## src/sv/multiplicative_persistence_record_core_assert.svh

```systemverilog
// ----------------------------------------------------------------------------
// Assertion macros for the multiplicative persistence record core.
// Clocked on clk, disabled while rst is high.
// ----------------------------------------------------------------------------
`ifndef MULTIPLICATIVE_PERSISTENCE_RECORD_CORE_ASSERT_SVH
`define MULTIPLICATIVE_PERSISTENCE_RECORD_CORE_ASSERT_SVH

// Same-cycle implication.
`define MPR_ASSERT_NOW(label, ante, cons, msg) \
  label: assert property (@(posedge clk) disable iff (rst) (ante) |-> (cons)) \
    else $error(msg);

// Next-cycle implication.
`define MPR_ASSERT_NEXT(label, ante, cons, msg) \
  label: assert property (@(posedge clk) disable iff (rst) (ante) |=> (cons)) \
    else $error(msg);

`endif

```

## src/sv/mpr_pkg.sv

```systemverilog
// ----------------------------------------------------------------------------
// mpr_pkg
// Shared constants and controller/datapath link types.
// ----------------------------------------------------------------------------
package mpr_pkg;

  localparam int NUMBER_WIDTH_DEF = 64;
  localparam int PERSIST_W        = 4;
  localparam logic [PERSIST_W-1:0] PERSIST_MAX = 4'd15;
  localparam int DIGIT_BASE       = 10;
  localparam int BITS_PER_STEP    = 4;  // binary bits folded into BCD per cycle

  // controller -> datapath
  typedef struct packed {
    logic take;        // input ready, load on accept
    logic conv_start;  // load shifter, clear BCD, product := 1
    logic conv_step;   // fold next binary bits into BCD
    logic mult_step;   // multiply product by lowest digit
    logic round_end;   // last digit of this round: value := product
    logic finish;      // load result word, update record
  } cmd_t;

  // datapath -> controller
  typedef struct packed {
    logic in_valid;
    logic v_small;     // value below the base
    logic digit_last;  // no significant digits above the lowest
    logic out_free;    // result register can take a word
  } status_t;

endpackage

```

## src/sv/mpr_if.sv

```systemverilog
// ----------------------------------------------------------------------------
// mpr_item_if / mpr_result_if
// Valid/ready channels for input numbers and persistence results.
// ----------------------------------------------------------------------------
interface mpr_item_if #(
  parameter int NUMBER_WIDTH = mpr_pkg::NUMBER_WIDTH_DEF
);
  logic                    valid;
  logic                    ready;
  logic [NUMBER_WIDTH-1:0] number;
  logic                    clear_record;

  modport source (output valid, number, clear_record, input ready);
  modport sink   (input valid, number, clear_record, output ready);
endinterface

interface mpr_result_if;
  logic                            valid;
  logic                            ready;
  logic [mpr_pkg::PERSIST_W-1:0]   persistence;
  logic                            new_record;

  modport source (output valid, persistence, new_record, input ready);
  modport sink   (input valid, persistence, new_record, output ready);
endinterface

```

## src/sv/mpr_ctrl.sv

```systemverilog
// ----------------------------------------------------------------------------
// mpr_ctrl
// Sequencer: rounds of binary-to-BCD conversion then digit multiplication.
// ----------------------------------------------------------------------------
module mpr_ctrl #(
  parameter int NUMBER_WIDTH = mpr_pkg::NUMBER_WIDTH_DEF
) (
  input  logic             clk,
  input  logic             rst,
  input  mpr_pkg::status_t status,
  output mpr_pkg::cmd_t    cmd
);

  localparam int NSTEP = (NUMBER_WIDTH + mpr_pkg::BITS_PER_STEP - 1) / mpr_pkg::BITS_PER_STEP;
  localparam int CW    = $clog2(NSTEP);

  typedef enum logic [4:0] {
    S_IDLE   = 5'b00001,
    S_CHECK  = 5'b00010,
    S_CONV   = 5'b00100,
    S_MULT   = 5'b01000,
    S_FINISH = 5'b10000
  } state_t;

  state_t        state, state_next;
  logic [CW-1:0] step, step_next;

  always_comb begin
    state_next = state;
    step_next  = step;
    cmd        = '0;
    case (state)
      S_IDLE: begin
        cmd.take = 1'b1;
        if (status.in_valid) state_next = S_CHECK;
      end
      S_CHECK: begin
        if (status.v_small) begin
          state_next = S_FINISH;
        end else begin
          cmd.conv_start = 1'b1;
          step_next      = '0;
          state_next     = S_CONV;
        end
      end
      S_CONV: begin
        cmd.conv_step = 1'b1;
        step_next     = step + 1'b1;
        if (step == CW'(NSTEP - 1)) state_next = S_MULT;
      end
      S_MULT: begin
        cmd.mult_step = 1'b1;
        if (status.digit_last) begin
          cmd.round_end = 1'b1;
          state_next    = S_CHECK;
        end
      end
      S_FINISH: begin
        if (status.out_free) begin
          cmd.finish = 1'b1;
          state_next = S_IDLE;
        end
      end
      default: state_next = S_IDLE;
    endcase
  end

  always_ff @(posedge clk) begin
    if (rst) begin
      state <= S_IDLE;
      step  <= '0;
    end else begin
      state <= state_next;
      step  <= step_next;
    end
  end

endmodule

```

## src/sv/mpr_dp.sv

```systemverilog
// ----------------------------------------------------------------------------
// mpr_dp
// Datapath: value, double-dabble BCD converter, digit product, record.
// ----------------------------------------------------------------------------
module mpr_dp #(
  parameter int NUMBER_WIDTH = mpr_pkg::NUMBER_WIDTH_DEF
) (
  input  logic               clk,
  input  logic               rst,
  mpr_item_if.sink           item_in,
  mpr_result_if.source       result_out,
  input  mpr_pkg::cmd_t      cmd,
  output mpr_pkg::status_t   status
);

  localparam int PW     = mpr_pkg::PERSIST_W;
  localparam int BPS    = mpr_pkg::BITS_PER_STEP;
  localparam int NSTEP  = (NUMBER_WIDTH + BPS - 1) / BPS;
  localparam int SW     = NSTEP * BPS;
  // decimal digits of the largest value: floor(W*log10(2)) + 1
  localparam int DIGITS = (NUMBER_WIDTH * 30103) / 100000 + 1;
  localparam int BW     = 4 * DIGITS;

  logic [NUMBER_WIDTH-1:0] v;
  logic [NUMBER_WIDTH-1:0] prod;
  logic [NUMBER_WIDTH-1:0] prod_next;
  logic [SW-1:0]           sh;
  logic [SW-1:0]           sh_conv;
  logic [BW-1:0]           bcd;
  logic [BW-1:0]           bcd_conv;
  logic [PW-1:0]           count;
  logic [PW-1:0]           best;
  logic                    out_valid;
  logic [PW-1:0]           out_persistence;
  logic                    out_new_record;
  logic                    is_record;

  // double dabble, BPS bits per cycle
  always_comb begin
    bcd_conv = bcd;
    sh_conv  = sh;
    for (int k = 0; k < BPS; k++) begin
      for (int d = 0; d < DIGITS; d++) begin
        if (bcd_conv[4*d +: 4] >= 4'd5) bcd_conv[4*d +: 4] = bcd_conv[4*d +: 4] + 4'd3;
      end
      bcd_conv = {bcd_conv[BW-2:0], sh_conv[SW-1]};
      sh_conv  = {sh_conv[SW-2:0], 1'b0};
    end
  end

  // product by the lowest digit; wraps harmlessly, the true product fits
  assign prod_next = NUMBER_WIDTH'(prod * bcd[3:0]);
  assign is_record = count > best;

  assign status.in_valid   = item_in.valid;
  assign status.v_small    = v < NUMBER_WIDTH'(mpr_pkg::DIGIT_BASE);
  assign status.digit_last = (bcd >> 4) == '0;
  assign status.out_free   = !out_valid || result_out.ready;

  assign item_in.ready          = cmd.take;
  assign result_out.valid       = out_valid;
  assign result_out.persistence = out_persistence;
  assign result_out.new_record  = out_new_record;

  always_ff @(posedge clk) begin
    if (cmd.take && item_in.valid) begin
      v <= item_in.number;
    end else if (cmd.round_end) begin
      v <= prod_next;
    end
    if (cmd.conv_start) begin
      sh   <= SW'(v);
      bcd  <= '0;
      prod <= NUMBER_WIDTH'(1);
    end else if (cmd.conv_step) begin
      sh  <= sh_conv;
      bcd <= bcd_conv;
    end else if (cmd.mult_step) begin
      bcd  <= bcd >> 4;
      prod <= prod_next;
    end
    if (cmd.finish) begin
      out_persistence <= count;
      out_new_record  <= is_record;
    end
  end

  always_ff @(posedge clk) begin
    if (rst) begin
      count     <= '0;
      best      <= '0;
      out_valid <= 1'b0;
    end else begin
      if (cmd.take && item_in.valid) begin
        count <= '0;
        if (item_in.clear_record) best <= '0;
      end else if (cmd.round_end && count != mpr_pkg::PERSIST_MAX) begin
        count <= count + 1'b1;
      end
      if (cmd.finish) begin
        out_valid <= 1'b1;
        if (is_record) best <= count;
      end else if (result_out.ready) begin
        out_valid <= 1'b0;
      end
    end
  end

endmodule

```

## src/sv/multiplicative_persistence_record_core.sv

```systemverilog
// ----------------------------------------------------------------------------
// multiplicative_persistence_record_core
// Takes one number per word and returns its multiplicative persistence
// (saturating at 15) and whether it beats the best seen since reset or the
// last clear_record. One word is worked at a time. Each round runs a value
// check, the double-dabble converter (four bits a cycle) and the digit
// multiplier, which works through the significant decimal digits from the
// lowest up; each item also has an accept state, a final check and a result
// state. The result register lets a new number be taken while the last
// result waits.
// ----------------------------------------------------------------------------
`include "multiplicative_persistence_record_core_assert.svh"

module multiplicative_persistence_record_core #(
  parameter int NUMBER_WIDTH = mpr_pkg::NUMBER_WIDTH_DEF
) (
  input  logic         clk,
  input  logic         rst,
  mpr_item_if.sink     item_in,
  mpr_result_if.source result_out
);

  mpr_pkg::cmd_t    cmd;
  mpr_pkg::status_t status;

  mpr_ctrl #(
    .NUMBER_WIDTH (NUMBER_WIDTH)
  ) u_ctrl (
    .clk    (clk),
    .rst    (rst),
    .status (status),
    .cmd    (cmd)
  );

  mpr_dp #(
    .NUMBER_WIDTH (NUMBER_WIDTH)
  ) u_dp (
    .clk        (clk),
    .rst        (rst),
    .item_in    (item_in),
    .result_out (result_out),
    .cmd        (cmd),
    .status     (status)
  );

  `MPR_ASSERT_NEXT(a_busy_after_accept, item_in.valid && item_in.ready, !item_in.ready, "accepted a word while busy")
  `MPR_ASSERT_NOW(a_cmd_exclusive, 1'b1, $onehot0({cmd.take, cmd.conv_start, cmd.conv_step, cmd.mult_step, cmd.finish}), "conflicting datapath commands")
  `MPR_ASSERT_NOW(a_record_nonzero, result_out.valid && result_out.new_record, result_out.persistence != '0, "record with zero persistence")
  `MPR_ASSERT_NOW(a_result_from_finish, $rose(result_out.valid), $past(cmd.finish), "result word without finish")

endmodule

```

## src/flat_wrapper.sv

```systemverilog
// flat-port wrapper written by rule: the top's interface ports become plain ports
module multiplicative_persistence_record_core_flat 
#(
  parameter int NUMBER_WIDTH = mpr_pkg::NUMBER_WIDTH_DEF
)
  (clk, rst, item_in_valid, item_in_number, item_in_clear_record, item_in_ready, result_out_valid, result_out_persistence, result_out_new_record, result_out_ready);
  mpr_item_if #(.NUMBER_WIDTH(NUMBER_WIDTH)) item_in_i ();
  mpr_result_if result_out_i ();
  input  logic clk;
  input  logic rst;
  input wire logic [$bits(item_in_i.valid)-1:0] item_in_valid;
  input wire logic [$bits(item_in_i.number)-1:0] item_in_number;
  input wire logic [$bits(item_in_i.clear_record)-1:0] item_in_clear_record;
  output wire logic [$bits(item_in_i.ready)-1:0] item_in_ready;
  output wire logic [$bits(result_out_i.valid)-1:0] result_out_valid;
  output wire logic [$bits(result_out_i.persistence)-1:0] result_out_persistence;
  output wire logic [$bits(result_out_i.new_record)-1:0] result_out_new_record;
  input wire logic [$bits(result_out_i.ready)-1:0] result_out_ready;
  assign item_in_i.valid = item_in_valid;
  assign item_in_i.number = item_in_number;
  assign item_in_i.clear_record = item_in_clear_record;
  assign item_in_ready = item_in_i.ready;
  assign result_out_valid = result_out_i.valid;
  assign result_out_persistence = result_out_i.persistence;
  assign result_out_new_record = result_out_i.new_record;
  assign result_out_i.ready = result_out_ready;
  multiplicative_persistence_record_core #(.NUMBER_WIDTH(NUMBER_WIDTH)) u_core (.clk(clk), .rst(rst), .item_in(item_in_i), .result_out(result_out_i));
endmodule
```

## config.mk

```make
export PLATFORM = sky130hd
export DESIGN_NAME = multiplicative_persistence_record_core_flat
export DESIGN_NICKNAME = d
export VERILOG_FILES = /design/src/sv/mpr_pkg.sv /design/src/sv/mpr_if.sv /design/src/sv/mpr_ctrl.sv /design/src/sv/mpr_dp.sv /design/src/sv/multiplicative_persistence_record_core.sv /design/src/flat_wrapper.sv
export VERILOG_INCLUDE_DIRS = /design/src /design/src/sv
export SDC_FILE = /design/constraint.sdc
export NUM_CORES = 1
export LEC_CHECK = 0
export BUFFER_PORTS_ARGS = -buffer_cell sky130_fd_sc_hd__buf_2
export CORE_UTILIZATION = 42
export CTS_CLUSTER_SIZE = 14
export DETAILED_ROUTE_END_ITERATION = 7
export HOLD_SLACK_MARGIN = 0.02
export SLEW_MARGIN = 20
export SYNTH_ARGS = -nofsm -noshare
export SYNTH_HDL_FRONTEND = slang
export SYNTH_SLANG_ARGS = --single-unit
```

## constraint.sdc

```tcl
create_clock -name clk -period 12.3 [get_ports clk]
set_clock_uncertainty 0.15 [all_clocks]
set_input_delay 1.845 -clock clk [delete_from_list [all_inputs] [get_ports clk]]
set_output_delay 1.845 -clock clk [all_outputs]
set_load 0.01 [all_outputs]
```

# After elaboration in Yosys (flattened, before gate mapping)
# Cells that the tools add are included.
[classes]
addsub = 82
n_mul = 1
magnitude_cmp = 82
eq_ne = 12
n_mux = 108
bitwise_logic = 1
n_reduce_logical = 14
[op_table]
columns = ["cell", "n"]
rows = [
  ["two-way mux 4 bit", 81],
  [">= comparator 4 x 3 -> 1 bit, second input constant", 80],
  ["adder 4 x 2 -> 4 bit, second input constant", 76],
  ["two-way mux 64 bit", 4],
  ["two-way mux 80 bit", 2],
  ["zero test 80 bit", 1],
  ["less-than comparator 64 x 4 -> 1 bit, second input constant", 1],
  ["multiplier 64 x 4 -> 64 bit", 1],
  ["two-way mux 5 bit", 5],
  ["one-hot mux 5 bit (5 select lines)", 1],
  ["adder 3 x 2 -> 3 bit, second input constant", 4],
  ["two-way mux 3 bit", 4],
  ["nonzero test 2 bit", 5],
  ["two-way mux 1 bit", 9],
  ["adder 4 x 1 -> 4 bit, second input constant", 2],
  ["one-hot mux 4 bit (2 select lines)", 1],
  ["!= test 2 bit, second input constant", 3],
  ["== test 5 x 1 -> 1 bit, second input constant", 1],
  ["== test 5 x 2 -> 1 bit, second input constant", 1],
  ["== test 5 x 3 -> 1 bit, second input constant", 1],
  ["== test 5 x 4 -> 1 bit, second input constant", 1],
  ["== test 5 bit, second input constant", 1],
  ["== test 4 bit, second input constant", 1],
  ["greater-than comparator 4 bit", 1],
  ["10 further kinds", 13],
]
[totals]
reg_bits = 295
inputBits = 69
out_inout_bits = 7
wordCells = 311

# Depth between registers and ports, before layout
[depth]
word_depth = 9
depth_mapped = 19

# Modules after synthesis
# A second synthesis with hierarchy kept.
[hier_totals]
cells_unflattened = 3707
area_unflattened_um2 = 29331.9
[by_module_without_submodules]
columns = ["mod", "n_inst", "cells_each", "area_each_um2", "seq_area_each_um2"]
rows = [
  ["mpr_dp", 1, 3643, 28772.6, 7056.8],
  ["mpr_ctrl", 1, 64, 559.3, 180.2],
]

# Worst setup path before layout
# No wires, ideal clock.
[synth_path]
path_kind = "reg2reg"
start = "reg u_core.u_dp.bcd[3]"
end = "reg u_core.u_dp.v[55], data pin"
setup_ns = 0.260
arrival_time_ns = 4.221
t_required_ns = 11.890
setup_slack_ns = 7.669
stages_incl_launch_ff = 18
path_buffers = 2
cell_sequence = "dfxtp_1 clkbuf_1 clkbuf_1 nand2_1 fa_1 fa_1 inv_1 ha_1 a21o_1 nand4_1 a211o_1 a21oi_1 o21bai_1 o2bb2a_1 a21oi_1 a221o_1 xor2_1 mux2_2"
[synth_between]
elab_chain_len = 3
[synth_rtl]
columns = ["element", "line_no", "rtl"]
rows = [
  ["start: declaration", "mpr_dp.sv:29", "logic [BW-1:0] bcd;"],
  ["start signal: assignment", "mpr_dp.sv:77", "bcd <= bcd_conv;"],
  ["start signal: assignment", "mpr_dp.sv:79", "bcd <= bcd >> 4;"],
  ["multiplier 64 x 4 -> 64 bit", "mpr_dp.sv:52", "assign prod_next = NUMBER_WIDTH'(prod * bcd[3:0]);"],
  ["two-way mux 64 bit", "mpr_dp.sv:68", "end else if (cmd.round_end) begin"],
  ["two-way mux 64 bit", "mpr_dp.sv:66", "if (cmd.take && item_in.valid) begin"],
  ["end signal: assignment", "mpr_dp.sv:67", "v <= item_in.number;"],
  ["end signal: assignment", "mpr_dp.sv:69", "v <= prod_next;"],
  ["end: declaration", "mpr_dp.sv:24", "logic [NUMBER_WIDTH-1:0] v;"],
]
# Every way passes these cells. The select of a mux whose other input is x is not followed.
# A chain may end at the register's enable or synchronous reset.

# Worst setup path after layout
[layout_path]
start = "reg u_core.u_dp.bcd[2]"
end = "reg u_core.u_dp.v[63], data pin"
# Same word-level chain as after synthesis.

==> out/metrics.cfg <==
[yosys]
syn_nets=3743
synth_compound_area_frac=0.227
synth_area_per_cell_um2=8.34
synthAdderAreaFrac=0.160
synth_cell_types=100
ys.flop_type=dfxtp_1
ys_seq_area_frac=0.256
netlist_area_um2=28300
synth-seq-cells=295
synth_mux_area_frac=0.0539
synth_top_family_by_area=compound AO/OA/AOI/OAI gates
yosys.area_share.simple=0.190
yosysWarnings=0
async_flop_share=0
synth_edf_count=133
synth_cells=3386
synth-xor-area-share=0.0490

[route]
postRouteAntennaNets=0
wirelength_mm=76.2
drtIter0Drc=1762
drt_pass1_iterations=8
via_per_inst=5.62
vias=24000
wire_per_inst_um=17.8
drc_errors=8

[sta]
max_freq_ghz=0.186
relSlewSlack=0.321
drv_slew=0
fin_tns_setup_ns=0
period_share=0.438
hold_viol=0
tightest_slew_ns=1.02
setup_viol=0
grt_setup_unrepaired=false
period_needed_ns=5.39

[power_and_ir_drop]
switching_power_mw=1.88
power_frac_seq=0.281
swShare=0.416
pwr-share-comb=0.472
clkPwrFrac=0.247
power_density_nw_per_um2=147
internal_power_mw=2.63
power_leakage_nw=12.3
ir_worst_vdd_mv=0.101

[cts]
htree_levels=2
tritoncts=built
cts_root_buf=clkbuf_16
cts_made_buffers=37
hold_buffers=0
cts.path.max_buffers=3
cts_resized=0
cts_num_sinks=295
cts.clk_slew.worst_paths_ns=0.06
cts_setup_buffers=0
clock_latency_ns=0.59

[final_layout]
layout.nets=3738
fillCellCount=6594
final_util=0.462
area_growth_pct=8.31
multi_input_area_um2=19300
drive_above_1_share=0.120
seqCellArea_um2=7240

[placed_design]
hpwl_mm=55.3
numPortBuffers=75
gp_congestion=0.877

[critical_path]
slowest_stage=fa_1
worstPathCellList=buf_4 > and2_1 > fa_1 > inv_1 > fa_1 > inv_1 > ha_1 > nand2_1 > nor4_1 > nand4_1 > a21oi_1 > o21bai_1 > o2bb2a_1 > o21ai_1 > a211oi_1 > xnor2_1 > a21oi_1
reg2reg_to=u_core.u_dp.v[63]
r2r-start=u_core.u_dp.bcd[2]
worstPathArrival_ns=5.54
cp-start-kind=flop
path_max_fanout=62
r2r_slack_ns=6.91
setup.worst_path.class=reg2reg
max_stage_delay_ns=0.53
reg2regPathDepth=17
startpoint=u_core.u_dp.bcd[2]
cp_top_family=compound AO/OA/AOI/OAI gates
cp_num_buf_inv=3
crit_path_end_kind=flop
required_ns=12.45

[global_routing]
grt_pass1_wl_mm=121
grt_pass1_vias=22400
grt_usage=0.220
grt_max_degree=80
grt_overflow_total=0
antenna_found_initial=2

[floorplan]
fp.dieArea_um2=68300
core_area_um2=66200
die_x_um=261
placementRows=94
die_h_um=261
initial_core_util=0.427
io-pin-count=76

[worst_hold_path]
worstHoldStart=u_core.u_dp.prod[12]
worstHoldEndpoint=u_core.u_dp.prod[12]
min_path_cells=2
worst_hold_path_type=reg2reg

[run]
drv_cap=0

[run_status]
violations=DRC
outcome=complete, but fails checks

-- cell usage after synthesis (40+ instances only) --
master | number | area share
mux2_2 | 93 | 0.037
a22oi_1 | 56 | 0.015
clkbuf_1 | 122 | 0.016
a211oi_1 | 43 | 0.011
nor3b_1 | 41 | 0.011
xnor2_1 | 80 | 0.025
dfxtp_1 | 162 | 0.11
o21ai_1 | 49 | 0.0087
nand2_1 | 444 | 0.059
a31oi_1 | 61 | 0.014
ha_1 | 167 | 0.074
mux2i_1 | 42 | 0.015
nand2b_1 | 40 | 0.0089
nor2_1 | 151 | 0.020
a21o_1 | 46 | 0.012
inv_1 | 324 | 0.043
a21oi_1 | 253 | 0.045
and2_1 | 193 | 0.043
nand3_1 | 49 | 0.0087
fa_1 | 121 | 0.086
edfxtp_1 | 133 | 0.14
o21ai_0 | 142 | 0.025
-- state kept, by name (all words and copies together), names as in the netlist --
name,cells
u_core.u_dp.v,64
u_core.u_dp.count,4
u_core.u_ctrl.state,5
u_core.u_dp.result_out.new_record,1
u_core.u_dp.best,4
u_core.u_dp.result_out.persistence,4
u_core.u_ctrl.step,4
u_core.u_dp.bcd,80
u_core.u_dp.prod,64
u_core.u_dp.sh,64
u_core.u_dp.result_out.valid,1
-- logic make-up (layout without fill, tap and decap cells) --
kind of cell,Yosys count,count (layout)
flip-flops,295,295
adder cells (fa/ha/maj),288,288
multiplexers,139,139
XOR/XNOR,140,140
AND/OR/NAND/NOR,1094,1094
AO/OA/AOI/OAI,954,954
other,0,2
buffers and inverters,476,499
-- layer usage --
metal | routed length (um) | GRT usage | share of wire
met4 | 1910 | 0.0625 | 0.025
met3 | 3510 | 0.0261 | 0.046
met5 | 18 | 0 | 0.00024
met2 | 33700 | 0.350 | 0.44
met1 | 37100 | 0.313 | 0.49
-- worst max path at each step --
stage / cells after the start / slack (ns) / endpoint
2_1_floorplan: 17 / 7.67 / u_core.u_dp.v[55]
3_3_place_gp: 17 / 7.03 / u_core.u_dp.v[61]
3_5_place_dp: 17 / 6.94 / u_core.u_dp.v[61]
4_1_cts: 17 / 6.95 / u_core.u_dp.v[63]
5_1_grt: 17 / 6.54 / u_core.u_dp.v[61]
6_report: 17 / 6.91 / u_core.u_dp.v[63]
-- stage by stage --
stage | hold slack, ns | cells | area, um^2 | worst slack (ns) | power, mW
global route | 0.372 | 4273 | 30600 | 6.54 | 4.82
global placement | 0.331 | 4206 | 29400 | 7.03 | 3.38
detailed placement | 0.336 | 4206 | 29400 | 6.94 | 3.40
finish | 0.345 | 4275 | 30600 | 6.91 | 4.51
floorplan | 0.307 | 3386 | 28300 | 7.67 | 2.94
CTS | 0.345 | 4273 | 30600 | 6.95 | 4.53
-- tightest hold or removal path: cells and delay by family, from the launching register on --
family	cells	cell delay (ns)
and+or+nand+nor	1	0.06
DFF	1	0.33
AOI/OAI and AO/OA	1	0.05
-- power groups by stage --
stage	Clock (mW)	Combinational (mW)	Sequential, mW
final	1.11	2.13	1.27
after global routing	1.17	2.37	1.28
after CTS	1.14	2.12	1.27
after detailed placement	0	2.11	1.29
after global placement	0	2.09	1.29
after floorplan	0	1.70	1.24
-- layout by cell type, fill, tap and decap left out, types with 56 or more instances in the layout --
cell        n
fa_1      121
a22oi_1    56
xnor2_1    80
nand2_1   442
a21oi_1   253
dfxtp_1   158
ha_1      167
o21ai_0   142
buf_2      75
mux2_2     93
and2_1    192
inv_1     324
a31oi_1    61
nor2_1    148
edfxtp_1  133
-- final cells by class --
| cell class | count | share of cell area |
|---|---|---|
| clock buffer | 50 | 0.0332 |
| clock inverter | 17 | 0.00626 |
| antenna | 2 | 0.000164 |
| sequential | 295 | 0.237 |
| inverter | 336 | 0.0412 |
| tap | 864 | 0.0353 |
| multi-input combinational | 2615 | 0.630 |
| timing repair buffer | 96 | 0.0174 |
Note: power is estimated with default switching activity, not from simulation.
